[config.mk]
export PLATFORM = sky130hd
export DESIGN_NAME = pfv_cfg
export DESIGN_NICKNAME = d
export VERILOG_FILES = /design/src/pfv_pkg.sv /design/src/pfv_cfg.sv
export SDC_FILE = /design/constraint.sdc
export NUM_CORES = 1
export LEC_CHECK = 0
export ABC_CLOCK_PERIOD_IN_PS = 1550
export BUFFER_PORTS_ARGS = -buffer_cell sky130_fd_sc_hd__buf_2
export CORE_MARGIN = 3
export CORE_UTILIZATION = 46
export CTS_BUF_LIST = sky130_fd_sc_hd__clkbuf_4 sky130_fd_sc_hd__clkbuf_8 sky130_fd_sc_hd__clkbuf_16
export DETAILED_ROUTE_END_ITERATION = 12
export GPL_ROUTABILITY_DRIVEN = 0
export PLACE_DENSITY = 0.77
export SYNTH_ARGS = -nofsm -noshare
export SYNTH_HDL_FRONTEND = slang
export SYNTH_SLANG_ARGS = --single-unit
[constraint.sdc]
create_clock -name clk -period 1.55 [get_ports clk]
set_input_delay 0.2325 -clock clk [delete_from_list [all_inputs] [get_ports clk]]
set_output_delay 0.2325 -clock clk [all_outputs]
set_load 0.01 [all_outputs]
[src/pfv_pkg.sv]
// Package for the potential-field velocity step: register map, reset values,
// configuration and pipeline tag structs. No dependencies.
`default_nettype none

package pfv_pkg;

    localparam int ADDR_W      = 5;
    localparam int SQRT_STAGES = 32;
    localparam int DIV_STAGES  = 31;

    typedef enum logic [2:0] {
        REG_ENABLE        = 3'd0,
        REG_TARGET_X      = 3'd1,
        REG_TARGET_Y      = 3'd2,
        REG_GAIN          = 3'd3,
        REG_MAX_SPEED     = 3'd4,
        REG_TIME_STEP     = 3'd5,
        REG_ARRIVE_RADIUS = 3'd6
    } pfv_reg_t;

    localparam logic [15:0] GAIN_RST   = 16'd256;
    localparam logic [30:0] SPEED_RST  = 31'd65536;
    localparam logic [15:0] STEP_RST   = 16'd131;
    localparam logic [30:0] RADIUS_RST = 31'd6554;

    typedef struct packed {
        logic        enable;
        logic [31:0] target_x;
        logic [31:0] target_y;
        logic [15:0] attract_gain;
        logic [30:0] max_speed;
        logic [15:0] time_step;
        logic [30:0] arrive_radius;
    } pfv_cfg_t;

    // Side data that rides along the square root and divider pipelines
    typedef struct packed {
        logic [30:0] a;
        logic [30:0] b;
        logic        clamp;
        logic        neg_x;
        logic        neg_y;
        logic [31:0] pos_x;
        logic [31:0] pos_y;
        logic        arrived;
    } pfv_tag_t;

endpackage

`default_nettype wire

[src/pfv_cfg.sv]
// APB register file for the potential-field velocity step.
// Depends on pfv_pkg.
`default_nettype none

module pfv_cfg (
    input  wire logic                      clk,
    input  wire logic                      rst_n,
    input  wire logic                      psel,
    input  wire logic                      penable,
    input  wire logic                      pwrite,
    input  wire logic [pfv_pkg::ADDR_W-1:0] paddr,
    input  wire logic [31:0]               pwdata,
    output logic      [31:0]               prdata,
    output logic                           pready,
    output pfv_pkg::pfv_cfg_t              cfg
);
    import pfv_pkg::*;

    pfv_cfg_t cfg_reg;
    pfv_cfg_t cfg_next;
    pfv_reg_t idx;

    assign idx    = pfv_reg_t'(paddr[4:2]);
    assign pready = 1'b1;
    assign cfg    = cfg_reg;

    // Decode a write
    always_comb
    begin
        cfg_next = cfg_reg;
        if (psel && penable && pwrite)
        begin
            case (idx)
                REG_ENABLE:        cfg_next.enable        = pwdata[0];
                REG_TARGET_X:      cfg_next.target_x      = pwdata;
                REG_TARGET_Y:      cfg_next.target_y      = pwdata;
                REG_GAIN:          cfg_next.attract_gain  = pwdata[15:0];
                REG_MAX_SPEED:     cfg_next.max_speed     = pwdata[30:0];
                REG_TIME_STEP:     cfg_next.time_step     = pwdata[15:0];
                REG_ARRIVE_RADIUS: cfg_next.arrive_radius = pwdata[30:0];
                default:           cfg_next = cfg_reg;
            endcase
        end
    end

    always_ff @(posedge clk or negedge rst_n)
    begin
        if (!rst_n)
        begin
            cfg_reg.enable        <= 1'b0;
            cfg_reg.target_x      <= '0;
            cfg_reg.target_y      <= '0;
            cfg_reg.attract_gain  <= GAIN_RST;
            cfg_reg.max_speed     <= SPEED_RST;
            cfg_reg.time_step     <= STEP_RST;
            cfg_reg.arrive_radius <= RADIUS_RST;
        end
        else
        begin
            cfg_reg <= cfg_next;
        end
    end

    // Read back
    always_comb
    begin
        case (idx)
            REG_ENABLE:        prdata = {31'd0, cfg_reg.enable};
            REG_TARGET_X:      prdata = cfg_reg.target_x;
            REG_TARGET_Y:      prdata = cfg_reg.target_y;
            REG_GAIN:          prdata = {16'd0, cfg_reg.attract_gain};
            REG_MAX_SPEED:     prdata = {1'b0, cfg_reg.max_speed};
            REG_TIME_STEP:     prdata = {16'd0, cfg_reg.time_step};
            REG_ARRIVE_RADIUS: prdata = {1'b0, cfg_reg.arrive_radius};
            default:           prdata = '0;
        endcase
    end

endmodule

`default_nettype wire

==> results.toml, run 1 <==
[pwr]
p_total_mw = 13.87
total_leakage_power_nw = 5.282
p_per_area_nw_per_um2 = 1337
vdd_drop_max_v = 0.0007365

[clock_tree]
clockBufferDepth = 2
htreeDepth = 4
cts_made_buffers = 17
cts.sinks = 159
cts_tree = "done"
clk_pin_slew_ns = 0.06
clock_insertion_delay_worst_skew_ns = 0.42
root_buffer = "clkbuf_16"

[placement]
port-buffer-count = 230
dp_cells = 962
post-dp-hpwl_um = 14950

[logic_synthesis]
synthAdderAreaFrac_pct = 0
ys_seq_area_share_pct = 54.44
synth.area.top_cells = "dfrtp_1, mux2_2, mux2_4"
syn_area_um2 = 7336
synth_edf_count = 0
synth_top_family_by_area = "multiplexers"
synth_compound_gate_area_share_pct = 6.021
ys_warn_count = 0
synth_top_area_cell = "dfrtp_1"
ys_types = 31
synthSimpleGateAreaFrac_pct = 3.275
synth_xor_area_share_pct = 0
synth_fp_nets = 560
netlist_instances = 518
yosys.area.top_type_share_pct = 50.14
async_flop_share_pct = 100.0
syn_avg_cell_area_um2 = 14.16
synthMuxAreaShare_pct = 33.23
synthFlopType = "dfrtp_1"
ys_ff_latch = 159

[critical_path]
crit_required_ns = 1.32
cp_data_arrival_time_ns = 1.57
path_cells = "mux2i_1 > or2_4 > a31oi_1 > buf_2"
cpMaxStageDelayCell = "dfstp_2"
cp.buffers_inverters = 1
cp_max_fo = 2
crit_family = "flip-flops"
crit_path_end_kind = "primary output"
start_kind = "register"
crit_type = "register to primary output"
cp_slowest_stage_delay_ns = 0.53

[status]
violations = "setup timing"
status = "finished with violations"

[cells_and_area]
layout-drive-gt1-share_pct = 70.29
mostFrequentLayoutCells = "buf_2, dfrtp_1, mux2_2"
largest_reg_flops = 159
layout-area-overhead-vs-synth_pct = 41.33
fin_cells = 1039
layout_commonest_cell = "buf_2"
fill_cells = 1129
utilization_pct = 67.20
fin_nets = 857
antenna_cells = 0

[floorplanning]
pin_count = 234
initial_core_util_pct = 47.55
core_um2 = 15430
die_h_um = 132.3
dieArea_um2 = 17500
die_w_um = 132.3
core.rowCount = 45

[hold_path]
holdCritPathClass = "primary input to register"

[global_routing]
grt_usage_pct = 25.21
grt_overflow = 0
grt_max_degree = 43
grt_pass1_vias = 5997
grt_pass1_wl_um = 34250
antenna_found_initial = 0

[routing]
drt-initial-drc-count = 306
vias = 5784
detail_route.wl_per_cell_um = 21.76
drc = 0
ant_nets = 0
drt-total-wl_um = 22610
dr.pass1.iters = 5
viasPerCell = 5.567

[flow_run]
drv_cap = 0

[timing]
fin_ws_ns = -0.2498
finalSetupTns_ns = -3.108
skew_ns = 0
max_freq_mhz = 555.6
hold_ws_ns = 0.06087
setup_viol = 17
hold_viol_final = 0
min_period_ns = 1.800
rsz0062_at_grt = "yes"
post-route-period-util_pct = 116.1
maxSlewViolCount = 0
through the flow:
| step | cell area [um2] | setup slack, ns |
|---|---|---|
| after floorplan | 7338 | 0.00003242 |
| after global routing | 10370 | -0.3355 |
| final | 10370 | -0.2498 |
| after detailed placement | 9061 | -0.2033 |
| after CTS | 10140 | -0.2867 |
| after global placement | 9061 | -0.1421 |
power by group:
group	internal, mW	total, mW	switching, mW	leakage, nW
Combinational	2.02	3.75	1.73	2.98
Clock	2.72	4.40	1.68	0.302
Sequential	5.01	5.72	0.706	2.00
Total	9.75	13.9	4.12	5.28
repair_timing:
| action | in CTS | in global routing |
|---|---|---|
| pin swaps | 17 | 14 |
| hold buffers | 1 | 0 |
| endpoints found under the setup margin | 32 | 28 |
| endpoints found under the hold margin | 28 | 0 |
| gates cloned | 3 | 1 |
| gates resized for setup | 45 | 23 |
| setup buffers | 24 | 17 |
worst reg2reg max path: stages, from the launching register on:
cell and delay, ns:
dfrtp_1 0.39, buf_4 0.13, buf_4 0.12, mux2_2 0.26
cells in the mapped netlist, drive strengths merged (2+ instances only):
library cell    n
a31oi          11
dfstp          12
nor2            6
mux2i          32
nor2b           4
o22ai          15
o221ai          3
nand2          20
dfrtp         147
a21oi           2
a221oi         12
buf            29
or2             9
nor3            2
nand2b          3
clkbuf         10
a22oi          16
mux2          178
worst paths after layout:
check	slack [ns]	end	depth (start not counted)	from
max	-0.25	prdata[1]	4	cfg[1]$_DFFE_PN1P_
min	0.06	cfg[157]$_DFFE_PN0P_	2	pwdata[31]
max reg2reg	0.53	cfg[59]$_DFFE_PN0P_	3	cfg[59]$_DFFE_PN0P_
min reg2reg	0.53	cfg[2]$_DFFE_PN0P_	1	cfg[2]$_DFFE_PN0P_
max in group asynchronous	0.62	cfg[38]$_DFFE_PN1P_	3	rst_n
min in group asynchronous	0.28	cfg[151]$_DFFE_PN0P_	2	rst_n
cell type report:
class,count,area [um2],share of cell area (%)
inverter,1,3.754,0.03621
tap,211,264.0,2.546
clock buffer,21,480.5,4.634
timing repair buffer,317,2112,20.37
multi-input combinational,319,3361,32.42
clock inverter,11,152.6,1.472
sequential,159,3994,38.52
cell families after synthesis:
logic type / after synthesis
mux: 210
flops: 159
compound gates: 61
simple gates: 47
buf+inv: 40
other cells: 1
per-layer routing:
metal | GRT usage (%) | routed length (um) | vias to the layer above | share of wire, %
li1 | - | - | 2513 | -
met1 | 31.99 | 9334 | 2951 | 41
met2 | 42.05 | 11320 | 260 | 50
met3 | 4.809 | 1192 | 60 | 5.3
met4 | 11.61 | 764 | 0 | 3.4
met5 | 0 | 0 | - | 0
(Power assumes the default switching activity.)
==> inputs of run 2 (changes only) <==
- REMOVE_ABC_BUFFERS: not set -> 1
==> run 2 against run 1 <==
Against the previous run:
- the flow still finishes with violations (setup timing)
- core utilization is 0.63 points lower
- critical path type unchanged
- worst hold slack lost 0.0018 ns
- global-route usage increased by 0.50 points
- power fell by 2.3%
==> results.toml, run 2 (synthesis gave the netlist of run 1 again) <==
[cells_and_area]
layout_commonest_cell = "buf_2"
utilization_pct = 66.57
fin_nets = 860
antenna_cells = 0
layout-area-overhead-vs-synth_pct = 40.00
fin_cells = 1042
layout-drive-gt1-share_pct = 70.76
largest_reg_flops = 159
mostFrequentLayoutCells = "buf_2, dfrtp_1, mux2_2"

[critical_path]
r2r_end = "cfg[93]$_DFFE_PN0P_"
crit_type = "register to primary output"
cp_data_arrival_time_ns = 1.58
cp_max_fo = 2
crit_path_end_kind = "primary output"
reg2regPathDepth = 3
crit_required_ns = 1.32
start_kind = "register"
r2r_setup_slack_ns = 0.53
worstReg2RegStart = "cfg[93]$_DFFE_PN0P_"

[clock_tree]
root_buffer = "clkbuf_16"
clk_pin_slew_ns = 0.06
cts.sinks = 159
cts_tree = "done"
htreeDepth = 4
clockBufferDepth = 2
clock_insertion_delay_worst_skew_ns = 0.41
cts_made_buffers = 17

[timing]
fin_ws_ns = -0.2579
rsz0062_at_grt = "yes"
min_period_ns = 1.808
post-route-period-util_pct = 116.6
skew_ns = 0
setup_viol = 17
finalSetupTns_ns = -2.991
maxSlewViolCount = 0
hold_viol_final = 0
max_freq_mhz = 553.1

[routing]
viasPerCell = 5.523
drc = 0
ant_nets = 0
drt-initial-drc-count = 283
drt-total-wl_um = 22760
detail_route.wl_per_cell_um = 21.85
dr.pass1.iters = 5
vias = 5755

[global_routing]
antenna_found_initial = 0
grt_max_degree = 41
grt_pass1_wl_um = 35190
grt_pass1_vias = 6295
grt_usage_pct = 25.71
grt_overflow = 0

[status]
status = "finished with violations"
violations = "setup timing"

[placement]
port-buffer-count = 230
post-dp-hpwl_um = 15460
dp_cells = 975
pre_cts_ws_ns = -0.2487

[floorplanning]
pin_count = 234
die_h_um = 132.3
die_w_um = 132.3
core.rowCount = 45
dieArea_um2 = 17500
core_um2 = 15430
initial_core_util_pct = 47.55

[pwr]
p_int_mw = 9.510
seq_power_share_pct = 42.2
pwr-share-clk_pct = 30.6
p_per_area_nw_per_um2 = 1319
p_total_mw = 13.55
total_leakage_power_nw = 5.239
swShare_pct = 29.80
vdd_drop_max_v = 0.0007742
p_comb_share_pct = 27.2
p_sw_mw = 4.037

[hold_path]
holdPathStages = 2
hold_start = "pwdata[31]"
holdPathEnd = "cfg[125]$_DFFE_PN0P_"
holdCritPathClass = "primary input to register"

[flow_run]
drv_cap = 0
-- run 2: metrics by stage --
stage | cell area (um2) | hold slack [ns]
2_1_floorplan | 7121 | -0.06309
3_3_place_gp | 9121 | 0.1685
3_5_place_dp | 9121 | 0.1778
4_1_cts | 10080 | 0.04571
5_1_grt | 10270 | 0.06097
6_report | 10270 | 0.05911
-- run 2: worst max-delay path by stage --
stage / slack, ns / endpoint / start
2_1_floorplan: -0.96 / cfg[0]$_DFFE_PN0P_ / paddr[2]
3_3_place_gp: -0.24 / cfg[105]$_DFFE_PN0P_ / paddr[3]
3_5_place_dp: -0.25 / prdata[2] / paddr[3]
4_1_cts: -0.30 / prdata[0] / cfg[31]$_DFFE_PN1P_
5_1_grt: -0.31 / prdata[0] / cfg[31]$_DFFE_PN1P_
6_report: -0.26 / prdata[4] / cfg[82]$_DFFE_PN0P_
-- run 2: layout make-up --
type                            instances  area [um2]
Inverter                                1       3.754
Timing Repair Buffer                  320        2044
Sequential cell                       159        3994
Tap cell                              211       264.0
Multi-Input combinational cell        319        3381
Fill cell                            1160        5157
Clock buffer                           24       490.5
Clock inverter                          8       92.59
-- run 2: repair_timing --
item,CTS,global route
hold buffers,1,0
gates resized for setup,40,29
pin swaps,14,12
setup buffers,23,10
hold endpoints to repair,31,0
cloned,2,0
endpoints found under the setup margin,32,32
-- run 2: worst max-delay path, cell delays in order, from the launching register on --
cell      delay (ns)
dfrtp_1         0.38
mux2_2          0.30
a221oi_2        0.25
a31oi_1         0.08
buf_2           0.15
-- run 2: per-layer routing --
layer  vias to the layer above  wire [um]  track usage [%]
li1                       2517          -                -
met1                      2950       9295            32.18
met2                       243      11280            41.96
met3                        45       1539            7.061
met4                         0        652            11.43
met5                         -          0                0
-- run 2: power groups by stage --
stage	logic (mW)	clock network, mW	registers, mW
finish	3.68	4.15	5.71
global placement	3.17	0	5.68
CTS	3.57	4.19	5.67
detailed placement	3.26	0	5.75
floorplan	1.29	0	6.00
global route	3.94	4.38	5.82
==> inputs of run 3 (changes only) <==
- ABC_AREA: not set -> 1
- CORE_UTILIZATION: 46 -> 47
==> run 3 against run 2 <==
Against the previous run:
- the run still ends with setup timing left
- clock power up 11%
- critical path depth up 1
- register-to-register slack better by 0.06 ns
- synthesized cell count up 89%
- power about the same
- combinational power down 9.2%
==> results.toml, run 3 <==
[logic_synthesis]
netlist_instances = 981
async_flop_share_pct = 100.0
synth_edf_count = 0
synthFlopType = "dfrtp_1"
synth.area.top_cells = "dfrtp_1, nand2_1, nand4_1"
yosys.area.top_type_share_pct = 45.31
synthMuxAreaShare_pct = 0
syn_avg_cell_area_um2 = 8.275
post-synth-top-count-cell = "nand2_1"
ys_warn_count = 0
synth_top_area_cell = "dfrtp_1"
synthAdderAreaFrac_pct = 0
ys_seq_area_share_pct = 49.20
synth_compound_gate_area_share_pct = 11.19
synth_xor_area_share_pct = 0
ys_ff_latch = 159
synthTopCellsByCount = "nand2_1, dfrtp_1, nand4_1"
syn_area_um2 = 8118
synth_top_family_by_area = "simple AND/OR/NAND/NOR gates"
synthSimpleGateAreaFrac_pct = 30.21
ys_types = 28

[hold_path]
holdPathStages = 3
hold_start = "pwdata[16]"
holdCritPathClass = "primary input to register"
holdPathEnd = "cfg[63]$_DFFE_PN1P_"

[routing]
detail_route.wl_per_cell_um = 18.03
drt-total-wl_um = 26320
dr.pass1.iters = 7
ant_nets = 0
drc = 0
vias = 8155
drt-initial-drc-count = 748
viasPerCell = 5.586

[critical_path]
r2r_end = "cfg[32]$_DFFE_PN1P_"
crit_path_end_kind = "primary output"
cp_data_arrival_time_ns = 1.36
worstReg2RegStart = "cfg[32]$_DFFE_PN1P_"
cp_slowest_stage_delay_ns = 0.54
cp_max_fo = 2
crit_family = "flip-flops"
crit_top_cell = "nand2_1"
start_kind = "register"
r2r_setup_slack_ns = 0.59
reg2regPathDepth = 4
crit_required_ns = 1.32
crit_type = "register to primary output"
cp.buffers_inverters = 1
path_cells = "nand4_1 > nand2_1 > nor2_1 > nand2_1 > buf_2"
cpMaxStageDelayCell = "dfstp_2"

[timing]
hold_viol_final = 0
maxSlewViolCount = 0
fin_ws_ns = -0.04723
max_freq_mhz = 626.1
finalSetupTns_ns = -0.2051
rsz0062_at_grt = "yes"
setup_viol = 7
skew_ns = 0
post-route-period-util_pct = 103.0
min_period_ns = 1.597
hold_ws_ns = 0.02928

[cells_and_area]
layout_commonest_cell = "nand2_1"
utilization_pct = 63.49
final_area_um2 = 10640
layout-drive-gt1-share_pct = 32.66
fin_cells = 1460
fin_nets = 1270
layout-area-overhead-vs-synth_pct = 31.09
mostFrequentLayoutCells = "nand2_1, buf_2, dfrtp_1"
largest_reg_flops = 159
antenna_cells = 0

[global_routing]
grt_pass1_wl_um = 39720
grt_overflow = 0
antenna_found_initial = 0
grt_usage_pct = 27.26
grt_max_degree = 65
grt_pass1_vias = 7183

[floorplanning]
die_h_um = 137.4
initial_core_util_pct = 48.44
core_um2 = 16760
die_w_um = 137.4
core.rowCount = 47
dieArea_um2 = 18880
pin_count = 234

[flow_run]
drv_cap = 0

[pwr]
pwr-share-clk_pct = 34.1
total_leakage_power_nw = 5.826
swShare_pct = 31.15
vdd_drop_max_v = 0.0007365
p_int_mw = 9.334
p_sw_mw = 4.222
p_comb_share_pct = 24.6
p_per_area_nw_per_um2 = 1274
seq_power_share_pct = 41.3

[clock_tree]
clock_insertion_delay_worst_skew_ns = 0.42
clk_pin_slew_ns = 0.06
cts_made_buffers = 17
htreeDepth = 4
root_buffer = "clkbuf_16"
cts.sinks = 159
cts_tree = "done"
clockBufferDepth = 2

[status]
violations = "setup timing"
status = "finished with violations"

[placement]
place_area_um2 = 9664
post-dp-hpwl_um = 17000
dp_cells = 1391
port-buffer-count = 230
run 3: worst max path at each step:
stage	cells after the start	startpoint	slack (ns)	endpoint
final	5	cfg[3]$_DFFE_PN1P_	-0.05	prdata[3]
after detailed placement	8	paddr[3]	-0.03	cfg[40]$_DFFE_PN0P_
after global routing	5	cfg[32]$_DFFE_PN1P_	-0.11	prdata[1]
after global placement	8	paddr[3]	0.02	cfg[37]$_DFFE_PN0P_
after CTS	5	cfg[3]$_DFFE_PN1P_	-0.06	prdata[3]
after floorplan	6	paddr[4]	-0.66	cfg[126]$_DFFE_PN0P_
run 3: worst register-to-register path: stages, from the launching register on:
cell and delay [ns]:
dfstp_2 0.54, buf_4 0.10, buf_4 0.10, o21ai_0 0.09, nand2_1 0.08
run 3: layout make-up:
| class | count | area, um2 |
|---|---|---|
| multi-input cells | 685 | 3374 |
| fillers | 1416 | 6118 |
| clock buffers | 20 | 460.4 |
| clock inverters | 11 | 187.7 |
| repair buffers | 311 | 2130 |
| flip-flops and latches | 159 | 3994 |
| inverters | 54 | 220.2 |
| well taps | 220 | 275.3 |
run 3: timing repair:
item / in CTS / in global routing
cloned: 0 / 1
pin swaps: 8 / 27
hold buffers: 1 / 0
endpoints found under the setup margin: 9 / 17
gates resized for setup: 2 / 6
buffers inserted: 14 / 22
endpoints found under the hold margin: 85 / 0
run 3: cell families (layout without fill, tap and decap cells):
logic type,after synthesis,after routing
simple gates,525,525
buf+inv,137,396
compound gates,159,159
other cells,1,1
flops,159,159
run 3: power by group through the flow:
stage | Clock (mW) | Combinational, mW | Sequential, mW
finish | 4.62 | 3.34 | 5.59
detailed placement | 0 | 3.03 | 5.67
global route | 4.83 | 3.68 | 5.67
CTS | 4.67 | 3.18 | 5.59
global placement | 0 | 2.95 | 5.65
floorplan | 0 | 1.03 | 5.92
run 3: metal layers:
metal	share of wire (%)	GRT usage, %	vias to the layer above	wire [um]
li1	-	-	3797	-
met1	41	36.84	3934	10830
met2	49	44.39	375	12980
met3	7.6	5.551	49	2007
met4	1.9	8.370	0	499
met5	0	0	-	0
run 3: through the flow:
stage / total power, mW / worst slack (ns)
after floorplan: 6.948 / -0.6582
after global placement: 8.603 / 0.02140
after detailed placement: 8.705 / -0.02726
after CTS: 13.43 / -0.05537
after global routing: 14.18 / -0.1086
final: 13.56 / -0.04723
